===== src/design/cpl_pkg.sv =====
// Package for the chassis power limiter: widths, thresholds, reset values and shared types.
// Has no dependencies. It is used by cpl_lane, cpl_seq and chassis_power_limiter.
package cpl_pkg;

   localparam int WHEELS  = 4;
   localparam int SPEED_W = 16;
   localparam int POWER_W = 16;
   localparam int DENOM_W = POWER_W + 1;
   localparam int TICK_W  = 8;
   localparam int STEP_W  = $clog2(SPEED_W);
   localparam int CSR_DATA_W = 16;

   // Excess thresholds and divisor offsets, in 1/16 W units (10/20/30 W and 35/60/80 W).
   localparam logic [POWER_W-1:0] EXCESS_STEP1 = 16'd160;
   localparam logic [POWER_W-1:0] EXCESS_STEP2 = 16'd320;
   localparam logic [POWER_W-1:0] EXCESS_STEP3 = 16'd480;
   localparam logic [DENOM_W-1:0] OFFSET1 = 17'd560;
   localparam logic [DENOM_W-1:0] OFFSET2 = 17'd960;
   localparam logic [DENOM_W-1:0] OFFSET3 = 17'd1280;

   localparam logic [POWER_W-1:0] POWER_LIMIT_RESET = 16'd1280;
   localparam logic [TICK_W-1:0]  CUT_AFTER_RESET   = 8'd200;
   localparam logic [TICK_W-1:0]  TICK_MAX          = 8'd255;

   typedef enum logic [0:0] {
      CSR_POWER_LIMIT     = 1'b0,
      CSR_CUT_AFTER_TICKS = 1'b1
   } csr_index_type;

   typedef enum logic [1:0] {
      SEQ_IDLE,
      SEQ_MULT,
      SEQ_DIV,
      SEQ_FIN
   } seq_state_type;

   typedef struct packed {
      logic load;
      logic mult_step;
      logic div_step;
   } lane_ctrl_type;

endpackage


===== src/design/chassis_power_limiter.sv =====
// Chassis power limiter: one request transaction per control tick carries the measured power and
// four wheel speed targets, and one response transaction returns the limited speeds and flags.
// When the power is at or above the limit with an excess under 30 W, every speed is scaled by
// limit / (power + offset), truncated toward zero. The four wheels have lanes of their own, each
// a bit-serial multiplier followed by a bit-serial restoring divider, one bit per cycle. A scaled
// transaction therefore passes through acceptance, the multiply steps, the divide steps and a
// hand-off before the next request is accepted; a transaction that passes its speeds through
// unchanged goes from acceptance straight to hand-off, which waits until the output register is
// free. The response sits in an output register, so the next request is taken while an earlier
// response still waits on rsp_stall. Configuration is written through the csr_ port and must
// only be written while the block is idle. The over-limit tick counter saturates at 255;
// drive-cut is raised while it exceeds cut_after_ticks.
// Depends on cpl_pkg, cpl_lane and cpl_seq.
module chassis_power_limiter import cpl_pkg::*; (
   input  logic                         clock,
   input  logic                         reset,

   input  logic                         csr_write_enable,
   input  logic [0:0]                   csr_index,
   input  logic [CSR_DATA_W-1:0]        csr_write_data,

   input  logic                         req_valid,
   output logic                         req_stall,
   input  logic [POWER_W-1:0]           req_measured_power,
   input  logic signed [SPEED_W-1:0]    req_speed_0,
   input  logic signed [SPEED_W-1:0]    req_speed_1,
   input  logic signed [SPEED_W-1:0]    req_speed_2,
   input  logic signed [SPEED_W-1:0]    req_speed_3,

   output logic                         rsp_valid,
   input  logic                         rsp_stall,
   output logic signed [SPEED_W-1:0]    rsp_limited_speed_0,
   output logic signed [SPEED_W-1:0]    rsp_limited_speed_1,
   output logic signed [SPEED_W-1:0]    rsp_limited_speed_2,
   output logic signed [SPEED_W-1:0]    rsp_limited_speed_3,
   output logic                         rsp_over_limit,
   output logic                         rsp_cut_drive
);

   // Configuration registers.
   logic [POWER_W-1:0]  power_limit_ff, power_limit_in;
   logic [TICK_W-1:0]   cut_after_ff, cut_after_in;

   // Over-limit tick counter.
   logic [TICK_W-1:0]   tick_ff, tick_in;
   logic [TICK_W-1:0]   tick_sat;

   // Transaction held while the lanes work.
   logic signed [SPEED_W-1:0] speed_ff [WHEELS];
   logic                      scale_ff;
   logic                      over_ff;
   logic                      cut_ff;
   logic [DENOM_W-1:0]        denom_ff;

   // Output register.
   logic                      rsp_valid_ff, rsp_valid_in;
   logic signed [SPEED_W-1:0] rsp_speed_ff [WHEELS];
   logic                      rsp_over_ff;
   logic                      rsp_cut_ff;

   logic signed [SPEED_W-1:0] req_speed [WHEELS];
   logic signed [SPEED_W-1:0] lane_speed [WHEELS];

   logic                req_accept;
   logic                over_now;
   logic [POWER_W-1:0]  excess;
   logic [DENOM_W-1:0]  offset;
   logic                scale_now;
   logic [DENOM_W-1:0]  denom_now;

   lane_ctrl_type       lane_ctrl;
   logic                busy;
   logic                finish;
   logic                out_free;

   assign req_speed[0] = req_speed_0;
   assign req_speed[1] = req_speed_1;
   assign req_speed[2] = req_speed_2;
   assign req_speed[3] = req_speed_3;

   assign req_stall  = busy;
   assign req_accept = req_valid && !req_stall;
   assign out_free   = !rsp_valid_ff || !rsp_stall;

   // Configuration writes. Both codes of the one-bit index name a register.
   always_comb begin
      power_limit_in = power_limit_ff;
      cut_after_in   = cut_after_ff;
      if (csr_write_enable) begin
         case (csr_index_type'(csr_index))
            CSR_POWER_LIMIT:     power_limit_in = csr_write_data[POWER_W-1:0];
            CSR_CUT_AFTER_TICKS: cut_after_in   = csr_write_data[TICK_W-1:0];
            default: begin
               power_limit_in = power_limit_ff;
            end
         endcase
      end
   end

   always_ff @(posedge clock) begin
      if (reset) begin
         power_limit_ff <= POWER_LIMIT_RESET;
         cut_after_ff   <= CUT_AFTER_RESET;
      end else begin
         power_limit_ff <= power_limit_in;
         cut_after_ff   <= cut_after_in;
      end
   end

   // The decision is taken as the transaction is accepted. The excess only matters when the
   // power is at or above the limit, so the 16-bit difference cannot wrap where it is used.
   // An excess of 30 W or more leaves the offset at zero and the speeds unscaled.
   assign over_now = (req_measured_power >= power_limit_ff);
   assign excess   = req_measured_power - power_limit_ff;

   always_comb begin
      if (excess < EXCESS_STEP1) begin
         offset = OFFSET1;
      end else if (excess < EXCESS_STEP2) begin
         offset = OFFSET2;
      end else if (excess < EXCESS_STEP3) begin
         offset = OFFSET3;
      end else begin
         offset = '0;
      end
   end

   assign scale_now = over_now && (offset != '0);
   assign denom_now = {1'b0, req_measured_power} + offset;
   assign tick_sat  = (tick_ff == TICK_MAX) ? tick_ff : (tick_ff + 1'b1);

   always_comb begin
      tick_in = tick_ff;
      if (req_accept) begin
         tick_in = over_now ? tick_sat : '0;
      end
   end

   always_ff @(posedge clock) begin
      if (reset) begin
         tick_ff <= '0;
      end else begin
         tick_ff <= tick_in;
      end
   end

   // Cut-off uses the threshold in force when the tick is taken; the user must change the
   // threshold only while idle (not enforced), so this matches a comparison at response time.
   always_ff @(posedge clock) begin
      if (req_accept) begin
         for (int i = 0; i < WHEELS; i++) begin
            speed_ff[i] <= req_speed[i];
         end
         scale_ff <= scale_now;
         over_ff  <= over_now;
         cut_ff   <= over_now && (tick_sat > cut_after_ff);
         denom_ff <= denom_now;
      end
   end

   cpl_seq u_seq (
      .clock    (clock),
      .reset    (reset),
      .start    (req_accept),
      .scale    (scale_now),
      .out_free (out_free),
      .ctrl     (lane_ctrl),
      .busy     (busy),
      .finish   (finish)
   );

   // The divisor is taken from the held copy, as the request ports move on once accepted.
   for (genvar g = 0; g < WHEELS; g++) begin : g_lane
      cpl_lane u_lane (
         .clock        (clock),
         .ctrl         (lane_ctrl),
         .speed        (req_speed[g]),
         .power_limit  (power_limit_ff),
         .denom        (denom_ff),
         .scaled_speed (lane_speed[g])
      );
   end

   // Output register: loaded on hand-off, emptied when the response transaction is taken.
   always_comb begin
      rsp_valid_in = rsp_valid_ff;
      if (finish) begin
         rsp_valid_in = 1'b1;
      end else if (rsp_valid_ff && !rsp_stall) begin
         rsp_valid_in = 1'b0;
      end
   end

   always_ff @(posedge clock) begin
      if (reset) begin
         rsp_valid_ff <= 1'b0;
      end else begin
         rsp_valid_ff <= rsp_valid_in;
      end
   end

   always_ff @(posedge clock) begin
      if (finish) begin
         for (int i = 0; i < WHEELS; i++) begin
            rsp_speed_ff[i] <= scale_ff ? lane_speed[i] : speed_ff[i];
         end
         rsp_over_ff <= over_ff;
         rsp_cut_ff  <= cut_ff;
      end
   end

   assign rsp_valid           = rsp_valid_ff;
   assign rsp_limited_speed_0 = rsp_speed_ff[0];
   assign rsp_limited_speed_1 = rsp_speed_ff[1];
   assign rsp_limited_speed_2 = rsp_speed_ff[2];
   assign rsp_limited_speed_3 = rsp_speed_ff[3];
   assign rsp_over_limit      = rsp_over_ff;
   assign rsp_cut_drive       = rsp_cut_ff;

   // Drive is only ever cut on a tick that is itself over the limit.
   a_cut_needs_over: assert property (@(posedge clock) disable iff (reset)
      rsp_valid |-> (!rsp_cut_drive || rsp_over_limit))
      else $error("drive cut reported without over-limit");

   // A tick below the limit clears the counter.
   a_tick_clear: assert property (@(posedge clock) disable iff (reset)
      (req_accept && !over_now) |=> (tick_ff == '0))
      else $error("tick counter not cleared below limit");

   // An over-limit tick advances an unsaturated counter by exactly one.
   a_tick_count: assert property (@(posedge clock) disable iff (reset)
      (req_accept && over_now && (tick_ff != TICK_MAX))
      |=> (tick_ff == TICK_W'($past(tick_ff) + 1'b1)))
      else $error("tick counter did not advance");

   // No new transaction is taken while the lanes are stepping.
   a_no_accept_busy: assert property (@(posedge clock) disable iff (reset)
      (lane_ctrl.mult_step || lane_ctrl.div_step) |-> !req_accept)
      else $error("request accepted while lanes busy");

endmodule


===== src/design/cpl_lane.sv =====
// One wheel lane: bit-serial multiply of |speed| by the limit, then bit-serial restoring divide.
// Depends on cpl_pkg; stepped by the lane_ctrl_type struct from cpl_seq.
module cpl_lane import cpl_pkg::*; (
   input  logic                      clock,
   input  lane_ctrl_type             ctrl,
   input  logic signed [SPEED_W-1:0] speed,
   input  logic [POWER_W-1:0]        power_limit,
   input  logic [DENOM_W-1:0]        denom,
   output logic signed [SPEED_W-1:0] scaled_speed
);

   logic                 neg_ff, neg_in;
   logic [SPEED_W-1:0]   mag_ff, mag_in;
   logic [DENOM_W-1:0]   hi_ff, hi_in;
   logic [SPEED_W-1:0]   lo_ff, lo_in;

   logic [SPEED_W-1:0]   speed_u;
   logic [SPEED_W:0]     mult_sum;
   logic [DENOM_W:0]     trial;
   logic [DENOM_W:0]     diff;
   logic                 fits;

   assign speed_u  = speed;
   assign mult_sum = {1'b0, hi_ff[SPEED_W-1:0]} + (lo_ff[0] ? {1'b0, mag_ff} : '0);
   assign trial    = {hi_ff, lo_ff[SPEED_W-1]};
   assign diff     = trial - {1'b0, denom};
   // The remainder is always below the divisor, so a clear sign bit means the trial fits.
   assign fits     = !diff[DENOM_W];

   always_comb begin
      neg_in = neg_ff;
      mag_in = mag_ff;
      hi_in  = hi_ff;
      lo_in  = lo_ff;
      if (ctrl.load) begin
         neg_in = speed_u[SPEED_W-1];
         mag_in = speed_u[SPEED_W-1] ? (~speed_u + 1'b1) : speed_u;
         hi_in  = '0;
         lo_in  = power_limit;
      end else if (ctrl.mult_step) begin
         hi_in = {1'b0, mult_sum[SPEED_W:1]};
         lo_in = {mult_sum[0], lo_ff[SPEED_W-1:1]};
      end else if (ctrl.div_step) begin
         hi_in = fits ? diff[DENOM_W-1:0] : trial[DENOM_W-1:0];
         lo_in = {lo_ff[SPEED_W-2:0], fits};
      end
   end

   always_ff @(posedge clock) begin
      neg_ff <= neg_in;
      mag_ff <= mag_in;
      hi_ff  <= hi_in;
      lo_ff  <= lo_in;
   end

   assign scaled_speed = neg_ff ? (~lo_ff + 1'b1) : lo_ff;

endmodule


===== src/design/cpl_seq.sv =====
// Sequencer for the lanes: a multiply pass and a divide pass of one step per bit, then hand-off.
// Depends on cpl_pkg.
module cpl_seq import cpl_pkg::*; (
   input  logic          clock,
   input  logic          reset,
   input  logic          start,
   input  logic          scale,
   input  logic          out_free,
   output lane_ctrl_type ctrl,
   output logic          busy,
   output logic          finish
);

   localparam logic [STEP_W-1:0] LAST_STEP = STEP_W'(SPEED_W - 1);

   seq_state_type       state_ff, state_in;
   logic [STEP_W-1:0]   step_ff, step_in;

   always_ff @(posedge clock) begin
      if (reset) begin
         state_ff <= SEQ_IDLE;
         step_ff  <= '0;
      end else begin
         state_ff <= state_in;
         step_ff  <= step_in;
      end
   end

   always_comb begin
      state_in       = state_ff;
      step_in        = step_ff;
      ctrl           = '0;
      finish         = 1'b0;
      case (state_ff)
         SEQ_IDLE: begin
            if (start) begin
               ctrl.load = 1'b1;
               step_in   = '0;
               state_in  = scale ? SEQ_MULT : SEQ_FIN;
            end
         end
         SEQ_MULT: begin
            ctrl.mult_step = 1'b1;
            step_in        = step_ff + 1'b1;
            if (step_ff == LAST_STEP) begin
               state_in = SEQ_DIV;
               step_in  = '0;
            end
         end
         SEQ_DIV: begin
            ctrl.div_step = 1'b1;
            step_in       = step_ff + 1'b1;
            if (step_ff == LAST_STEP) begin
               state_in = SEQ_FIN;
               step_in  = '0;
            end
         end
         SEQ_FIN: begin
            if (out_free) begin
               finish   = 1'b1;
               state_in = SEQ_IDLE;
            end
         end
         default: begin
            state_in = SEQ_IDLE;
         end
      endcase
   end

   assign busy = (state_ff != SEQ_IDLE);

endmodule

===== config.mk =====
export PLATFORM = sky130hd
export DESIGN_NAME = chassis_power_limiter
export DESIGN_NICKNAME = d
export VERILOG_FILES = /design/src/design/cpl_pkg.sv /design/src/design/chassis_power_limiter.sv /design/src/design/cpl_lane.sv /design/src/design/cpl_seq.sv
export SDC_FILE = /design/constraint.sdc
export NUM_CORES = 1
export LEC_CHECK = 0
export BUFFER_PORTS_ARGS = -buffer_cell sky130_fd_sc_hd__buf_2
export CAP_MARGIN = 15
export CORE_ASPECT_RATIO = 0.5
export CORE_UTILIZATION = 45
export DETAILED_ROUTE_END_ITERATION = 8
export PLACE_DENSITY_LB_ADDON = 0.25
export SETUP_SLACK_MARGIN = 0.2
export SLEW_MARGIN = 20
export SYNTH_ARGS = -nofsm -noshare
export SYNTH_HDL_FRONTEND = slang
export SYNTH_SLANG_ARGS = --single-unit

===== constraint.sdc =====
create_clock -name clock -period 9 [get_ports clock]
set_input_delay 1.35 -clock clock [delete_from_list [all_inputs] [get_ports clock]]
set_output_delay 1.35 -clock clock [all_outputs]
set_load 0.01 [all_outputs]

==> results.json, run 1 <==
{
  "status": "complete, no violations",
  "die_area_um2": 56100,
  "maxCapViolations": 0,
  "ys_seq_elements": 381,
  "multiInputGateArea_um2": 13700,
  "timing.final.ws_setup_ns": 4.07,
  "start_util_pct": 45.8,
  "crit_path_end_kind": "flip-flop",
  "hold_violations": 0,
  "htree_levels": 2,
  "die_w_um": 334,
  "p_comb_share_pct": 46.6,
  "post-cts-setup-buffers": 0,
  "globalplace.congestion": 0.870,
  "max_freq_mhz": 203,
  "area_delta_synth_final_pct": 11.2,
  "yosysUniqueCellTypes": 87,
  "vias": 19600,
  "post-place-ws_ns": 3.51,
  "whs_path_depth": 0,
  "tightest_slew_ns": 1.13,
  "io_pins": 170,
  "syn_nets": 2859,
  "path_cells": "buf_2, ha_1, a21oi_2, o21ai_1, nand2_1, a311oi_1, xor2_1, or4_4, a31oi_1, nor2b_1, ha_1, o21ai_0, nand2b_1, a21oi_1, a21oi_1, o21ai_2, o21ai_0, xnor2_1",
  "fin_crit_ns": 4.93,
  "cts_root_buffer": "clkbuf_16",
  "clk_pin_slew_worst_paths_ns": 0.07,
  "path_class": "in2reg",
  "fin_tns_setup_ns": 0,
  "drc": 0,
  "overflow": 0,
  "synth_warnings": 0,
  "nets": 2989,
  "fillCellCount": 4964,
  "cp_max_fo": 9,
  "peakVddDrop_mv": 0.153,
  "power_mw": 8.65,
  "ctsHoldBuffers": 0,
  "synth-edff-count": 274,
  "synth.most_common_cell": "edfxtp_1",
  "yosysTopAreaCell": "edfxtp_1",
  "finalCritPeriodShare_pct": 54.7,
  "leakage_nw": 10.9,
  "p_per_area_nw_per_um2": 313,
  "gr-usage-met3_pct": 4.63,
  "ys_seq_area_share_pct": 41.8,
  "antenna_found_initial": 0,
  "required_ns": 9.31,
  "synth_top_area_share_pct": 33.2,
  "clock_sinks": 381,
  "core_um2": 54100,
  "ys_top_cells_by_area": "edfxtp_1 33%, ha_1 9.0%, dfxtp_1 8.6%",
  "first_global_vias": 18300,
  "maxSlewHeadroom_pct": 24.1,
  "grt_max_degree": 96,
  "routedWlPerCell_um": 18.9,
  "hold_class": "reg2reg",
  "drt_pass1_iterations": 5,
  "synth_common_cells": "274 x edfxtp_1, 271 x a21oi_1, 207 x nand2_1",
  "p_sw_share_pct": 41.5,
  "track_usage_pct": 23.1,
  "diodes": 0,
  "ys_async_sr_fraction_pct": 0,
  "switching_power_mw": 3.59,
  "internal-power_mw": 5.05,
  "clock_skew_ns": 0.0160,
  "ant_nets": 0,
  "layout.area.seq_um2": 10400,
  "clkPwrFrac_pct": 18.4,
  "cts_buffer_depth": 3,
  "drt-total-wl_um": 65700,
  "rows": 60,
  "rr_worst_depth": 18,
  "syn_area_um2": 24800,
  "cts_tree": "built",
  "drive_above_1_share_pct": 11.1,
  "grtUsageMet2_pct": 35.6,
  "holdWs_ns": 0.426,
  "setup_viol": 0,
  "syn_inst": 2571,
  "crit_arrival_ns": 5.23,
  "synth_ff_type": "edfxtp_1",
  "crit_slowest_cell": "or4_4",
  "place_hpwl_um": 48900,
  "viasPerCell": 5.63,
  "power_frac_seq_pct": 35.0,
  "slew_violations": 0,
  "die_h_um": 168,
  "cp.depth": 18,
  "critical-path-top-delay-family": "compound AO/OA/AOI/OAI gates",
  "drtIter0Drc": 1540,
  "clk_latency_ns": 0.56,
  "cp-start-kind": "input pin",
  "busiest_layer": "met2",
  "cp_slowest_stage_delay_ns": 0.55,
  "cts_resized": 0,
  "rsz0062_at_grt": "no",
  "io_buffers": 169,
  "numCtsBuffers": 38,
  "grt_pass1_wl_um": 102000,
  "crit_buf_inv": 1,
  "syn_area_per_cell_um2": 9.65,
  "final_util_pct": 51.0,
  "met1_usage_pct": 32.9
}
==> registers in the layout, indices dropped and copies added (netlist names), 4 cells and up <==
signal / cells
speed_ff: 60
g_lane.u_lane.lo_ff: 64
rsp_speed_ff: 64
tick_ff: 8
denom_ff: 17
u_seq.step_ff: 4
g_lane.u_lane.mag_ff: 62
power_limit_ff: 16
g_lane.u_lane.hi_ff: 68
cut_after_ff: 8
==> per-layer routing <==
metal	up-vias	routed length [µm]	part of all wire, %
met4	0	1730	2.6
met5	-	0	0
met3	106	4380	6.7
met1	9263	30800	47
li1	9659	-	-
met2	532	28900	44
==> cell usage in the layout (no fill, tap or decap), drive strengths merged, types with 31 or more instances in the layout <==
cell / synthesis / layout
dfxtp: 107 / 107
nand3: 43 / 43
nor2b: 37 / 37
o21ai: 156 / 156
edfxtp: 274 / 274
and2: 70 / 70
nand2b: 31 / 31
nand2: 207 / 207
nor3: 52 / 52
nor2: 199 / 199
a21oi: 273 / 273
buf: 19 / 187
mux2i: 109 / 109
ha: 178 / 178
o31ai: 34 / 34
clkbuf: 78 / 55
xnor2: 129 / 129
xor2: 103 / 103
inv: 116 / 117
==> area by class of cell <==
type / count / area share, %
Timing Repair Buffer: 187 / 3.58
Inverter: 119 / 1.64
Sequential cell: 381 / 37.6
Clock buffer: 55 / 3.98
Tap cell: 744 / 3.37
Clock inverter: 15 / 0.358
Multi-Input combinational cell: 1974 / 49.5
==> cell families after synthesis <==
logic type               Yosys count  share of synthesized area [%]
buffers and inverters            216                           3.38
multiplexers                     124                           5.08
flip-flops                       381                           41.8
adder cells (fa/ha/maj)          187                           9.66
AO/OA/AOI/OAI                    700                           17.7
XOR/XNOR                         232                           8.22
AND/OR/NAND/NOR                  731                           14.2
==> stage by stage <==
stage               instances  cell area [µm²]
floorplan                2571            24800
global placement         3404            26400
detailed placement       3404            26400
CTS                      3474            27600
global route             3475            27600
finish                   3475            27600
==> power by group through the flow <==
stage	Sequential [mW]	Combinational (mW)	Clock, mW
CTS	3.03	3.99	1.62
finish	3.03	4.03	1.59
detailed placement	3.07	3.97	0
global placement	3.05	3.90	0
floorplan	2.91	3.07	0
global route	3.10	4.47	1.69
==> final timing paths <==
check | from | to | slack (ns)
setup / recovery | req_measured_power[8] | denom_ff[11] | 4.07
hold / removal | over_ff | rsp_over_limit | 0.43
setup reg to reg | power_limit_ff[8] | denom_ff[11] | 4.59
hold reg to reg | over_ff | rsp_over_limit | 0.43
No activity file was read; power rests on OpenSTA's default activity.
==> inputs of run 2 (changes only) <==
Clock period 9 ns to 5 ns, I/O delays scaled along.
==> run 2 against run 1 <==
Compared with the run above: combinational power grew 82%; via count grew 0.31%; critical path depth is the same; clock skew grew 0.0061 ns; utilization grew 0.23 points; worst setup slack lost 3.5 ns; sequential share of layout area shrank 0.17 points; final area grew 0.46%; critical path type is now reg2reg; critical endpoint is now denom_ff[12]; sequential cell count is the same; largest cell class unchanged.
==> results.json, run 2 (synthesis gave the netlist of run 1 again) <==
{
  "largest_reg_flops": 68,
  "track_usage_pct": 23.3,
  "largest-register": "g_lane.u_lane.hi_ff",
  "die_h_um": 168,
  "routedWlPerCell_um": 19.0,
  "clock_skew_ns": 0.0220,
  "slew_violations": 0,
  "path_cells": "inv_1, ha_1, a21oi_2, o21ai_1, nand2_1, a311oi_1, xor2_1, or4_4, a31oi_1, nor2b_1, ha_1, o21ai_0, nand2b_1, a21oi_1, nor2b_1, o21ai_2, a211oi_2, xor2_1",
  "drc": 0,
  "cp_slowest_stage_delay_ns": 0.54,
  "overflow": 0,
  "peakVddDrop_mv": 0.268,
  "cts_resized": 0,
  "first_global_vias": 18500,
  "crit_buf_inv": 1,
  "antenna_found_initial": 1,
  "io_pins": 170,
  "die_w_um": 334,
  "ant_nets": 0,
  "cts_buffer_depth": 3,
  "fin_crit_ns": 4.45,
  "maxCapViolations": 0,
  "fin_tns_setup_ns": 0,
  "critical-path-top-delay-family": "compound AO/OA/AOI/OAI gates",
  "hold_class": "in2reg",
  "maxSlewHeadroom_pct": 18.3,
  "drt-total-wl_um": 66100,
  "clk_pin_slew_worst_paths_ns": 0.06,
  "die_area_um2": 56100,
  "post-cts-setup-buffers": 0,
  "vias": 19600,
  "grt_pass1_wl_um": 103000,
  "cts_tree": "built",
  "diodes": 0,
  "path_class": "reg2reg",
  "required_ns": 5.30,
  "finalCritPeriodShare_pct": 89.1,
  "rows": 60,
  "htree_levels": 2,
  "p_per_area_nw_per_um2": 568,
  "numCtsBuffers": 38,
  "clk_latency_ns": 0.56,
  "dpl_cell_area_um2": 26500,
  "hold_violations": 0,
  "reg.largest.list": "g_lane.u_lane.hi_ff: 68 flops, g_lane.u_lane.lo_ff: 64 flops, rsp_speed_ff: 64 flops",
  "rsz0062_at_grt": "no",
  "status": "complete, no violations",
  "place_hpwl_um": 49000,
  "globalplace.congestion": 0.908,
  "drt_pass1_iterations": 5,
  "viasPerCell": 5.64,
  "cts_root_buffer": "clkbuf_16",
  "final_cell_mix": "274 x edfxtp_1, 271 x a21oi_1, 206 x nand2_1",
  "fillCellCount": 5006,
  "crit_arrival_ns": 4.76,
  "max_freq_mhz": 225,
  "cp_max_fo": 9,
  "clock_sinks": 381,
  "grt_max_degree": 128,
  "drtIter0Drc": 1555,
  "post-route-cell-area_um2": 27700,
  "leakage_nw": 11.0,
  "tightest_slew_ns": 1.22,
  "nets": 2997,
  "area_delta_synth_final_pct": 11.8,
  "start_util_pct": 45.8,
  "drive_above_1_share_pct": 11.3,
  "io_buffers": 169,
  "crit_slowest_cell": "or4_4",
  "final_common_cell": "edfxtp_1",
  "ctsHoldBuffers": 0,
  "core_um2": 54100,
  "setup_viol": 0,
  "cp-start-kind": "flip-flop",
  "crit_path_end_kind": "flip-flop"
}
-- run 2: cell count changes in the layout (fill, tap and decap cells not counted), sizes merged --
cell | previous run | this run
clkbuf | 55 | 48
bufinv | 1 | 4
inv | 117 | 118
buf | 187 | 195
clkinvlp | 2 | 3
-- run 2: stage by stage --
stage                     power, mW  util, %  hold WS [ns]  worst slack, ns  std cells
after floorplan                10.7        -         0.400            0.597       2571
after global placement         12.6     48.9         0.404            0.181       3413
after detailed placement       12.7     48.9         0.407            0.103       3413
after CTS                      15.8     51.2         0.372            0.592       3481
after global routing           16.9     51.2         0.374            0.205       3481
final                          15.8     51.2         0.386            0.546       3481
-- run 2: layer usage --
| layer | track usage (%) | vias up | part of all wire [%] |
|---|---|---|---|
| met5 | 0 | - | 0 |
| met4 | 4.85 | 0 | 1.7 |
| met3 | 3.52 | 73 | 5.7 |
| met2 | 36.5 | 479 | 44 |
| met1 | 33.9 | 9399 | 48 |
| li1 | - | 9670 | - |
-- run 2: where the power goes --
group,internal [mW],switching [mW]
Combinational,2.98,4.37
Clock,1.70,1.30
Sequential,4.59,0.813
-- run 2: worst paths after layout --
| check | depth (start not counted) | slack (ns) | start | end |
|---|---|---|---|---|
| setup reg to reg | 18 | 0.55 | power_limit_ff[8] | denom_ff[12] |
| setup / recovery | 18 | 0.55 | power_limit_ff[8] | denom_ff[12] |
| hold reg to reg | 0 | 0.42 | over_ff | rsp_over_limit |
| hold / removal | 1 | 0.39 | req_measured_power[0] | denom_ff[0] |
-- run 2: final cells by class --
class / instances / area, µm² / share of cell area [%]
Inverter: 119 / 452 / 1.63
Tap cell: 744 / 931 / 3.36
Timing Repair Buffer: 195 / 1050 / 3.80
Clock inverter: 20 / 205 / 0.740
Clock buffer: 48 / 1050 / 3.79
Sequential cell: 381 / 10400 / 37.4
Multi-Input combinational cell: 1974 / 13700 / 49.3
